$ cat src/bsbd_pkg.sv
// Shared types, target codes and constants for the bank switch bus decoder.
package bsbd_pkg;

	localparam int COLOUR_WORDS_DEF = 1024;

	localparam logic [3:0] T_PORT     = 4'd0;
	localparam logic [3:0] T_RAM      = 4'd1;
	localparam logic [3:0] T_BASIC    = 4'd2;
	localparam logic [3:0] T_CHARSET  = 4'd3;
	localparam logic [3:0] T_KERNAL   = 4'd4;
	localparam logic [3:0] T_VIDEO    = 4'd5;
	localparam logic [3:0] T_SOUND    = 4'd6;
	localparam logic [3:0] T_COLOUR   = 4'd7;
	localparam logic [3:0] T_TIMER1   = 4'd8;
	localparam logic [3:0] T_TIMER2   = 4'd9;
	localparam logic [3:0] T_UNMAPPED = 4'd10;

	localparam logic [1:0] CFG_BASIC   = 2'd0;
	localparam logic [1:0] CFG_KERNAL  = 2'd1;
	localparam logic [1:0] CFG_CHARSET = 2'd2;

	localparam logic [7:0] PORT_DIR_RST   = 8'h2F;
	localparam logic [7:0] PORT_LATCH_RST = 8'h37;
	localparam logic [7:0] PORT_FLT_RST   = 8'hFF;

	typedef enum logic [2:0] {
		LS_NONE,
		LS_DIR,
		LS_PINS,
		LS_COLOUR,
		LS_HIGH
	} lsel_t;

	typedef struct packed {
		logic       wr_dir;
		logic       wr_latch;
		logic [7:0] data;
	} port_upd_t;

	typedef struct packed {
		logic [3:0]  target;
		logic [15:0] taddr;
		logic        fwd;
		lsel_t       lsel;
		logic        wr_dir;
		logic        wr_latch;
		logic        colour_wr;
		logic        colour_rd;
	} decode_t;

endpackage

$ cat src/bsbd_port.sv
// On-chip processor port: direction, latch, floating-bit memory and pin readback.
module bsbd_port (
	input  logic                 clk,
	input  logic                 arst_n,
	input  bsbd_pkg::port_upd_t  upd,
	output logic [7:0]           direction,
	output logic [7:0]           latch,
	output logic [7:0]           pins
);
	import bsbd_pkg::*;

	logic [7:0] dir_q;
	logic [7:0] latch_q;
	logic [7:0] flt_q;
	logic [7:0] going;
	logic [7:0] pins_raw;

	assign going = dir_q & ~upd.data;

	always_ff @(posedge clk or negedge arst_n) begin
		if (!arst_n) begin
			dir_q   <= PORT_DIR_RST;
			latch_q <= PORT_LATCH_RST;
			flt_q   <= PORT_FLT_RST;
		end else if (upd.wr_dir) begin
			flt_q <= (flt_q & ~going) | (latch_q & going);
			dir_q <= upd.data;
		end else if (upd.wr_latch) begin
			flt_q   <= (flt_q & ~dir_q) | (upd.data & dir_q);
			latch_q <= upd.data;
		end
	end

	always_comb begin
		pins_raw = (latch_q & dir_q) | ((~dir_q | latch_q) & 8'h37) |
			(flt_q & ~dir_q & 8'hC8);
		pins = pins_raw;
		if (!dir_q[5]) begin
			pins[5] = 1'b0;
		end
	end

	assign direction = dir_q;
	assign latch     = latch_q;

endmodule

$ cat src/bsbd_colour_ram.sv
// Colour RAM: 4-bit words, one write or one registered read per cycle.
module bsbd_colour_ram #(
	parameter int COLOUR_WORDS = bsbd_pkg::COLOUR_WORDS_DEF
) (
	input  logic        clk,
	input  logic        wr_en,
	input  logic        rd_en,
	input  logic [15:0] addr,
	input  logic [3:0]  wdata,
	output logic [3:0]  rdata
);
	import bsbd_pkg::*;

	localparam int IDX_W = $clog2(COLOUR_WORDS);

	logic [3:0]       mem [COLOUR_WORDS];
	logic [15:0]      offset;
	logic [IDX_W-1:0] idx;
	logic [3:0]       rdata_q;

	assign offset = addr - 16'hD800;
	assign idx    = offset[IDX_W-1:0];

	always_ff @(posedge clk) begin
		if (wr_en) begin
			mem[idx] <= wdata;
		end
		if (rd_en) begin
			rdata_q <= mem[idx];
		end
	end

	assign rdata = rdata_q;

endmodule

$ cat src/bsbd_decode.sv
// Address decode of one bus access into target, address, local answer and port updates.
module bsbd_decode #(
	parameter int COLOUR_WORDS = bsbd_pkg::COLOUR_WORDS_DEF
) (
	input  logic              func,
	input  logic [15:0]       addr,
	input  logic [7:0]        latch,
	input  logic              basic_present,
	input  logic              kernal_present,
	input  logic              charset_present,
	output bsbd_pkg::decode_t dec
);
	import bsbd_pkg::*;

	localparam logic [16:0] COL_END = 17'h0D7FF + 17'(COLOUR_WORDS);

	logic io_vis;

	assign io_vis = (addr[15:12] == 4'hD) && latch[2];

	always_comb begin
		dec        = '0;
		dec.target = T_RAM;
		dec.taddr  = addr;
		dec.lsel   = LS_NONE;
		priority if (addr[15:1] == 15'd0) begin
			dec.target = T_PORT;
			if (!func) begin
				dec.lsel = addr[0] ? LS_PINS : LS_DIR;
			end else if (!addr[0]) begin
				dec.wr_dir = 1'b1;
			end else begin
				dec.wr_latch = 1'b1;
			end
		end else if (io_vis) begin
			priority if (addr <= 16'hD3FF) begin
				dec.target = T_VIDEO;
				dec.fwd    = func;
			end else if (addr <= 16'hD7FF) begin
				dec.target = T_SOUND;
				dec.fwd    = func;
			end else if ({1'b0, addr} <= COL_END) begin
				dec.target    = T_COLOUR;
				dec.colour_wr = func;
				dec.colour_rd = !func;
				dec.lsel      = func ? LS_NONE : LS_COLOUR;
			end else if (addr[15:8] == 8'hDC) begin
				dec.target = T_TIMER1;
				dec.fwd    = func;
			end else if (addr[15:8] == 8'hDD) begin
				dec.target = T_TIMER2;
				dec.fwd    = func;
			end else begin
				dec.target = T_UNMAPPED;
				dec.lsel   = func ? LS_NONE : LS_HIGH;
			end
		end else if (func) begin
			dec.fwd = 1'b1;
		end else if (addr[15:13] == 3'b101) begin
			if (latch[0] && basic_present) begin
				dec.target = T_BASIC;
				dec.taddr  = {3'b000, addr[12:0]};
			end
		end else if (addr[15:12] == 4'hD) begin
			if (charset_present) begin
				dec.target = T_CHARSET;
				dec.taddr  = {4'h0, addr[11:0]};
			end
		end else if (addr[15:13] == 3'b111) begin
			if (latch[1] && kernal_present) begin
				dec.target = T_KERNAL;
				dec.taddr  = {3'b000, addr[12:0]};
			end
		end
	end

endmodule

$ cat src/bank_switch_bus_decoder.sv
// Top level of the bank switch bus decoder: input register, decode, result register.
//
//  channel | signals                                   | direction
//  --------+-------------------------------------------+----------
//  in      | in_valid/in_ready, func, bus_address,     | to block
//          | write_byte                                |
//  out     | out_valid/out_ready, target,              | from block
//          | target_address, local_valid, local_byte,  |
//          | forward_write, forward_byte               |
//  cfg     | cfg_write, cfg_index, cfg_data            | to block
//
// One word per cycle unless stalled; words pass the input, then the result register.
// Port state and colour RAM update as a word moves from the input register
// to the result register, so each word sees every earlier word's effect.
// Reset sets the port to its power-up values; the colour RAM is not cleared.
// A stalled result register holds and backs up into the input register.
module bank_switch_bus_decoder #(
	parameter int COLOUR_WORDS = bsbd_pkg::COLOUR_WORDS_DEF
) (
	input  logic        clk,
	input  logic        arst_n,
	input  logic        in_valid,
	output logic        in_ready,
	input  logic        func,
	input  logic [15:0] bus_address,
	input  logic [7:0]  write_byte,
	output logic        out_valid,
	input  logic        out_ready,
	output logic [3:0]  target,
	output logic [15:0] target_address,
	output logic        local_valid,
	output logic [7:0]  local_byte,
	output logic        forward_write,
	output logic [7:0]  forward_byte,
	input  logic        cfg_write,
	input  logic [1:0]  cfg_index,
	input  logic        cfg_data
);
	import bsbd_pkg::*;

	logic        basic_q;
	logic        kernal_q;
	logic        charset_q;

	logic        valid_s1;
	logic        func_s1;
	logic [15:0] addr_s1;
	logic [7:0]  data_s1;

	logic        valid_s2;
	logic [3:0]  target_s2;
	logic [15:0] taddr_s2;
	lsel_t       lsel_s2;
	logic [7:0]  lbyte_s2;
	logic        fwd_s2;
	logic [7:0]  fbyte_s2;

	logic        accept;
	logic        open_s2;
	logic        advance;
	decode_t     dec;
	port_upd_t   upd;
	logic [7:0]  port_dir;
	logic [7:0]  port_latch;
	logic [7:0]  port_pins;
	logic [3:0]  colour_rd;
	logic [7:0]  lbyte_next;

	always_ff @(posedge clk or negedge arst_n) begin
		if (!arst_n) begin
			basic_q   <= 1'b0;
			kernal_q  <= 1'b0;
			charset_q <= 1'b0;
		end else if (cfg_write) begin
			unique case (cfg_index)
				CFG_BASIC:   basic_q   <= cfg_data;
				CFG_KERNAL:  kernal_q  <= cfg_data;
				CFG_CHARSET: charset_q <= cfg_data;
				default: ;
			endcase
		end
	end

	assign open_s2  = !valid_s2 || out_ready;
	assign advance  = valid_s1 && open_s2;
	assign in_ready = !valid_s1 || open_s2;
	assign accept   = in_valid && in_ready;

	always_ff @(posedge clk or negedge arst_n) begin
		if (!arst_n) begin
			valid_s1 <= 1'b0;
			valid_s2 <= 1'b0;
		end else begin
			if (accept) begin
				valid_s1 <= 1'b1;
			end else if (advance) begin
				valid_s1 <= 1'b0;
			end
			if (advance) begin
				valid_s2 <= 1'b1;
			end else if (out_ready) begin
				valid_s2 <= 1'b0;
			end
		end
	end

	always_ff @(posedge clk) begin
		if (accept) begin
			func_s1 <= func;
			addr_s1 <= bus_address;
			data_s1 <= write_byte;
		end
	end

	bsbd_decode #(
		.COLOUR_WORDS(COLOUR_WORDS)
	) u_decode (
		.func           (func_s1),
		.addr           (addr_s1),
		.latch          (port_latch),
		.basic_present  (basic_q),
		.kernal_present (kernal_q),
		.charset_present(charset_q),
		.dec            (dec)
	);

	assign upd.wr_dir   = advance && dec.wr_dir;
	assign upd.wr_latch = advance && dec.wr_latch;
	assign upd.data     = data_s1;

	bsbd_port u_port (
		.clk      (clk),
		.arst_n   (arst_n),
		.upd      (upd),
		.direction(port_dir),
		.latch    (port_latch),
		.pins     (port_pins)
	);

	bsbd_colour_ram #(
		.COLOUR_WORDS(COLOUR_WORDS)
	) u_colour (
		.clk  (clk),
		.wr_en(advance && dec.colour_wr),
		.rd_en(advance && dec.colour_rd),
		.addr (addr_s1),
		.wdata(data_s1[3:0]),
		.rdata(colour_rd)
	);

	always_comb begin
		unique case (dec.lsel)
			LS_DIR:  lbyte_next = port_dir;
			LS_PINS: lbyte_next = port_pins;
			LS_HIGH: lbyte_next = addr_s1[15:8];
			default: lbyte_next = 8'h00;
		endcase
	end

	always_ff @(posedge clk) begin
		if (advance) begin
			target_s2 <= dec.target;
			taddr_s2  <= dec.taddr;
			lsel_s2   <= dec.lsel;
			lbyte_s2  <= lbyte_next;
			fwd_s2    <= dec.fwd;
			fbyte_s2  <= dec.fwd ? data_s1 : 8'h00;
		end
	end

	assign out_valid      = valid_s2;
	assign target         = target_s2;
	assign target_address = taddr_s2;
	assign local_valid    = (lsel_s2 != LS_NONE);
	assign local_byte     = (lsel_s2 == LS_COLOUR) ? {4'hF, colour_rd} : lbyte_s2;
	assign forward_write  = fwd_s2;
	assign forward_byte   = fbyte_s2;

	a_local_or_fwd: assert property (@(posedge clk) disable iff (!arst_n)
		out_valid |-> !(local_valid && forward_write))
		else $error("local answer and forwarded write together");

	a_fwd_target: assert property (@(posedge clk) disable iff (!arst_n)
		(out_valid && forward_write) |->
		(target != T_PORT && target != T_COLOUR && target != T_UNMAPPED))
		else $error("forwarded write to a locally handled target");

	a_dir_write: assert property (@(posedge clk) disable iff (!arst_n)
		upd.wr_dir |=> (port_dir == $past(data_s1)))
		else $error("direction register missed a write");

	a_stall_hold: assert property (@(posedge clk) disable iff (!arst_n)
		(valid_s1 && !in_ready) |=> (valid_s1 && $stable(addr_s1)))
		else $error("input register changed while stalled");

endmodule

$ cat config.mk
export PLATFORM = sky130hd
export DESIGN_NAME = bank_switch_bus_decoder
export DESIGN_NICKNAME = d
export VERILOG_FILES = /design/src/bsbd_pkg.sv /design/src/bsbd_port.sv /design/src/bsbd_colour_ram.sv /design/src/bsbd_decode.sv /design/src/bank_switch_bus_decoder.sv
export SDC_FILE = /design/constraint.sdc
export NUM_CORES = 2
export LEC_CHECK = 0
export BUFFER_PORTS_ARGS = -buffer_cell sky130_fd_sc_hd__buf_2
export CAP_MARGIN = 20
export CORE_MARGIN = 2
export CORE_UTILIZATION = 55
export CTS_CLUSTER_SIZE = 24
export DETAILED_ROUTE_END_ITERATION = 8
export GPL_ROUTABILITY_DRIVEN = 0
export MAX_ROUTING_LAYER = met4
export PLACE_DENSITY = 0.73
export SLEW_MARGIN = 15
export SYNTH_ARGS = -nofsm -noshare
export SYNTH_HDL_FRONTEND = slang
export SYNTH_SLANG_ARGS = --single-unit
$ cat constraint.sdc
create_clock -name clk -period 14.2 [get_ports clk]
set_input_delay 2.84 -clock clk [delete_from_list [all_inputs] [get_ports clk]]
set_output_delay 2.84 -clock clk [all_outputs]
set_load 0.01 [all_outputs]
Word level (Yosys, flattened, before mapping)
Memory sizes are Yosys's and may differ from the RTL's. A register that Yosys moved wholly into a read port is not among the register bits.
Index checks and enable logic that the tools add are counted.
{"block": "op_classes", "reduce_logical": 24, "eq_ne": 11, "muxes": 53, "n_bitwise": 15, "order_cmp": 3, "n_addsub": 1}
{"op": "two-way mux 20 bit", "n": 3}
{"op": "AND 8 bit", "n": 6}
{"op": "less-or-equal comparator 16 bit (second input constant)", "n": 3}
{"op": "two-way mux 19 bit", "n": 2}
{"op": "two-way mux 18 bit", "n": 2}
{"op": "two-way mux 3 bit", "n": 9}
{"op": "two-way mux 8 bit", "n": 3}
{"op": "inverter 8 bit", "n": 3}
{"op": "OR 8 bit", "n": 3}
{"op": "one-hot mux 8 bit (3 select lines)", "n": 1}
{"op": "two-way mux 2 bit", "n": 11}
{"op": "two-way mux 17 bit", "n": 1}
{"op": "equality test 8 bit (second input constant)", "n": 2}
{"op": "two-way mux 1 bit", "n": 16}
{"op": "two-way mux 16 bit", "n": 1}
{"op": "two-way mux 4 bit", "n": 4}
{"op": "zero test 15 bit", "n": 1}
{"op": "subtractor 10 x 1 -> 10 bit (second input constant)", "n": 1}
{"op": "equality test 3 bit (second input constant)", "n": 3}
{"op": "logical AND 1 bit", "n": 9}
{"op": "OR 8 x 6 -> 8 bit", "n": 1}
{"op": "AND reduction 2 bit", "n": 4}
{"op": "equality test 3 x 2 -> 1 bit (second input constant)", "n": 2}
{"op": "OR 6 bit", "n": 1}
{"op": "10 further kinds", "n": 15}
{"block": "totals", "mem_bits_rw": 4096, "word_cells": 125, "memories": 1, "regBits": 94}
{"memory": "u_colour.mem", "words": 1024, "word_bits": 4, "read_ports": 1, "rd_ports_with_merged_regs": 1, "wr": 1, "line": "bsbd_colour_ram.sv:16", "text": "logic [3:0] mem [COLOUR_WORDS];"}

Logic depth before layout (Yosys ltp)
{"block": "depth", "ltp_word": 10, "ltp_mapped": 14, "ltp_nobuf": 7}

Modules after synthesis
From an unflattened synthesis, not the netlist that was laid out.
{"block": "unflattened", "cells_unflattened": 9187, "hier_area_um2": 164889.4}
{"module": "bsbd_colour_ram", "seq_area_each_um2": 123118.1, "area_per_inst_um2": 160889.3, "instances": 1, "cells_per_inst": 8919}
{"module": "bank_switch_bus_decoder", "seq_area_each_um2": 2077.0, "area_per_inst_um2": 2631.3, "instances": 1, "cells_per_inst": 132}
{"module": "bsbd_port", "seq_area_each_um2": 491.7, "area_per_inst_um2": 884.6, "instances": 1, "cells_per_inst": 62}
{"module": "bsbd_decode", "seq_area_each_um2": 0.0, "area_per_inst_um2": 484.2, "instances": 1, "cells_per_inst": 74}

Least setup slack after synthesis
Ideal clock, no wire load.
{"block": "synth_path", "path_type": "reg2reg", "from": "register data_s1[3]", "to": "memory u_colour.mem[0][3] (data pin)", "arrival_time_ns": 12.078, "path_slack_ns": -0.561, "stages_incl_launch_ff": 1, "n_path_buf": 0, "cell_sequence": "edfxtp_1"}
{"item": "from (decl)", "line": "bank_switch_bus_decoder.sv:48", "text": "logic [7:0] data_s1;"}
{"item": "from (signal assigned)", "line": "bank_switch_bus_decoder.sv:111", "text": "data_s1 <= write_byte;"}
{"item": "to (decl)", "line": "bsbd_colour_ram.sv:16"}
Straight into the memory's write port.

Worst setup path in the final report
{"block": "layout_path", "from": "input out_ready", "to": "output in_ready"}
{"block": "layout_via", "elab_chain_cells": 2}
{"item": "from (decl)", "line": "bank_switch_bus_decoder.sv:28", "text": "input logic out_ready,"}
{"item": "logical OR 1 bit", "line": "bank_switch_bus_decoder.sv:84", "text": "assign open_s2 = !valid_s2 || out_ready;"}
{"item": "logical OR 1 bit", "line": "bank_switch_bus_decoder.sv:86", "text": "assign in_ready = !valid_s1 || open_s2;"}
{"item": "to (decl)", "line": "bank_switch_bus_decoder.sv:23", "text": "output logic in_ready,"}
No other way between the ends.

==> results.md <==
- Grt ovf: 0
- Number of synthesized flops with an enable pin: 4165
- Io pins: 73
- Area delta synth->final: 10.5%
- Vias in the first global route: 90.6k
- DIE HEIGHT: 551 um
- Die Area: 304000 um^2
- Worst-path fanout max: 3
- Total track usage: 30.5%
- Sequential-to-total area share from yosys stat: 76.3%
- Hold slack: 514 ps
- First-pass GRT wire length: 645000 um
- Worst Hold Class: reg -> reg
- Relative slew slack: 18.4%
- Root Buffer: clkbuf_16
- Detailed-route via count: 93.1k
- DRT iter0 DRCs: 15.6k
- Area of the mapped netlist: 165000 um^2
- Area leader, netlist: edfxtp_1
- Largest net degree at the start of global routing: 186
- Endpoints failing hold: 0
- Fraction of registers with async set or reset after synthesis: 0.573%
- Worst Path Arrival: 3280 ps
- Fmax: 0.163 GHz
- Final setup vio count: 0
- Gate Count Post-Synth: 9634
- Outcome: complete, no violations
- Worst-Margin Slew: 1220 ps
- RR Endpoint: u_colour.rdata[2]$_DFFE_PP_
- DRT antenna net count: 0
- Critical path type: in -> out
- CTS Hold Bufs: 0
- Top cell by count, worst path: buf_2
- Flop2flop setup slack: 8110 ps
- Reg2reg start: addr_s1[0]$_DFFE_PP_
- RSZ-0062 raised after global routing: false
- Maxcap violations: 0
- Critical Path Start: out_ready
- CTS tree: done
- Post-Layout Cell Count: 13.9k
- Main synth FF type: edfxtp_1
- Synth cell types: 58
- Max Clock Skew: 31.4 ps
- Core Area: 298000 um^2
- Port buffer count: 72
- Startpoint types: input port
- Pwr Density: 139 nW/um^2
- CP max-delay cell: nand3b_1
- Yosys warning count: 0
- Final #Nets: 9691
- Final WL: 458000 um
- Final min period: 6120 ps
- Drt via density: 6.68
- Synth area leaders: edfxtp_1 (76%), mux2i_1 (11%), o22ai_1 (3.1%)
- Critical path cell sequence: buf_2 > nand3b_1 > buf_2
- Pre-antenna DRT Iters: 9
- Die width: 551 um
- FILL cells: 20.5k
- CTS Sinks: 4189
- Clk buf depth: 4
- Worst skew pair latency: 920 ps
- Synth top area share: 75.9%
- Num rows: 200
- Detailed-route DRC error count: 0
- Slowest stage delay, CP: 180 ps
- Final period util: 43.1%
- Initial antenna violation count: 21
- Yosys reg bits: 4189
- Core Util, Final: 61.2%
- Initial core utilization: 55.4%
- Clock buffer count from CTS: 396
- Final Max Slew Viols: 0
- Worst reg2reg path depth: 11
- Dpl hpwl: 263000 um
- H-tree levels: 5
- WL/cell: 32.8 um
- Max VDD drop: 0.114 mV
- Setup bufs post-CTS: 0
- Post-Place Cells: 13.2k
- Crit path capture: in_ready
- Leak Pwr: 0.0608 uW
- Crit path required time: 11360 ps
- Layout cells sized above 1: 11.2%
- Reg clk slew, reported paths: 60 ps
- Resized cells post-CTS: 0
- Synth Net Count: 9667
- Post-Synthesis Mean Instance Area: 17.1 um^2
- Critical path endpoint category: output pin
[sequential cells by signal, summed over array words and instances, names as in the netlist, named ones only]
| name | count |
|---|---|
| target_address | 16 |
| lsel_s2 | 3 |
| func_s1 | 1 |
| lbyte_s2 | 8 |
| basic_q | 1 |
| valid_s1 | 1 |
| u_colour.mem | 4096 |
| charset_q | 1 |
| u_colour.rdata | 4 |
| kernal_q | 1 |
| target | 4 |
| out_valid | 1 |
| forward_write | 1 |
| forward_byte | 8 |
| u_port.direction | 8 |
| data_s1 | 8 |
| u_port.latch | 8 |
| addr_s1 | 16 |
[per-layer routing]
layer / wire length (um) / up-vias / track usage (%) / part of all wire [%]
li1: - / 38100 / - / -
met1: 167000 / 47200 / 40.1 / 36
met2: 213000 / 6781 / 46.4 / 47
met3: 56100 / 1080 / 6.70 / 12
met4: 21800 / 0 / 13.0 / 4.8
met5: 0 / - / - / 0
[worst min-delay path by stage]
stage	from	end	slack (ps)	depth (start not counted)
CTS	u_port.direction[7]$_DFFE_PN0P_	flip-flop	520	1
global route	u_port.direction[6]$_DFFE_PN0P_	flip-flop	540	1
floorplan	addr_s1[6]$_DFFE_PP_	target_address[6]$_DFFE_PP_	420	0
detailed placement	valid_s1$_DFFE_PN0P_	out_valid$_DFFE_PN0P_	510	1
finish	u_port.direction[7]$_DFFE_PN0P_	flip-flop	510	1
global placement	u_port.direction[7]$_DFFE_PN0P_	flip-flop	480	1
[power by group]
part	switching [uW]	internal [uW]
clock	4520	6030
combinational	827	353
sequential	12.9	13600
total	5360	20000
[cells in the final DEF, fill, tap and decap left out, drive strengths merged, types with 60 or more instances in the layout]
| cell type | instances |
|---|---|
| buf | 302 |
| nor3 | 60 |
| o21ai | 79 |
| mux4 | 131 |
| nor4 | 150 |
| o22ai | 818 |
| nand2 | 134 |
| clkinv | 164 |
| mux2i | 1793 |
| clkbuf | 476 |
| nor2 | 1215 |
| edfxtp | 4165 |
[cell families after synthesis]
kind of cell | synth area share, %
flip-flops | 76.3
multiplexers | 12.9
AND/OR/NAND/NOR | 4.70
AO/OA/AOI/OAI | 4.07
buffers and inverters | 2.12
[synth_stat cells, types with 25 or more instances]
| cell | count |
|---|---|
| mux2_2 | 25 |
| o22ai_1 | 818 |
| buf_4 | 107 |
| mux2i_1 | 1793 |
| edfxtp_1 | 4165 |
| a31oi_1 | 39 |
| nand3_1 | 39 |
| nor4_1 | 146 |
| nor3_1 | 60 |
| nand2_1 | 134 |
| nor2_1 | 1215 |
| o21ai_0 | 77 |
| or4_1 | 32 |
| mux4_2 | 131 |
| buf_2 | 220 |
| clkbuf_1 | 298 |
| buf_6 | 34 |
| a211oi_1 | 31 |
| nand4_1 | 27 |
| a22oi_1 | 39 |
[stage by stage]
step	TNS [ps]	power [uW]	cell area [um^2]	setup slack, ps
floorplan	-2187640	14800	165000	-561
global placement	0	15100	169000	7470
detailed placement	0	15100	169000	7640
CTS	0	25400	182000	8070
global route	0	25900	182000	8020
finish	0	25400	182000	8080
[final cells by class]
class	instances	area (um^2)	share of cell area, %
Sequential cell	4189	126000	69.0
Multi-Input combinational cell	4765	36100	19.8
Inverter	4	15.0	0.00825
Clock buffer	476	10500	5.76
Antenna cell	22	55.1	0.0302
Clock inverter	246	2360	1.30
Timing Repair Buffer	302	2420	1.33
Tap cell	3939	4930	2.71
[worst max-delay path: cells and delay by family]
| family | cells | cell delay, ps |
|---|---|---|
| buf+inv | 2 | 260 |
| simple gates | 1 | 180 |
No activity file was read; power rests on OpenSTA's default activity.
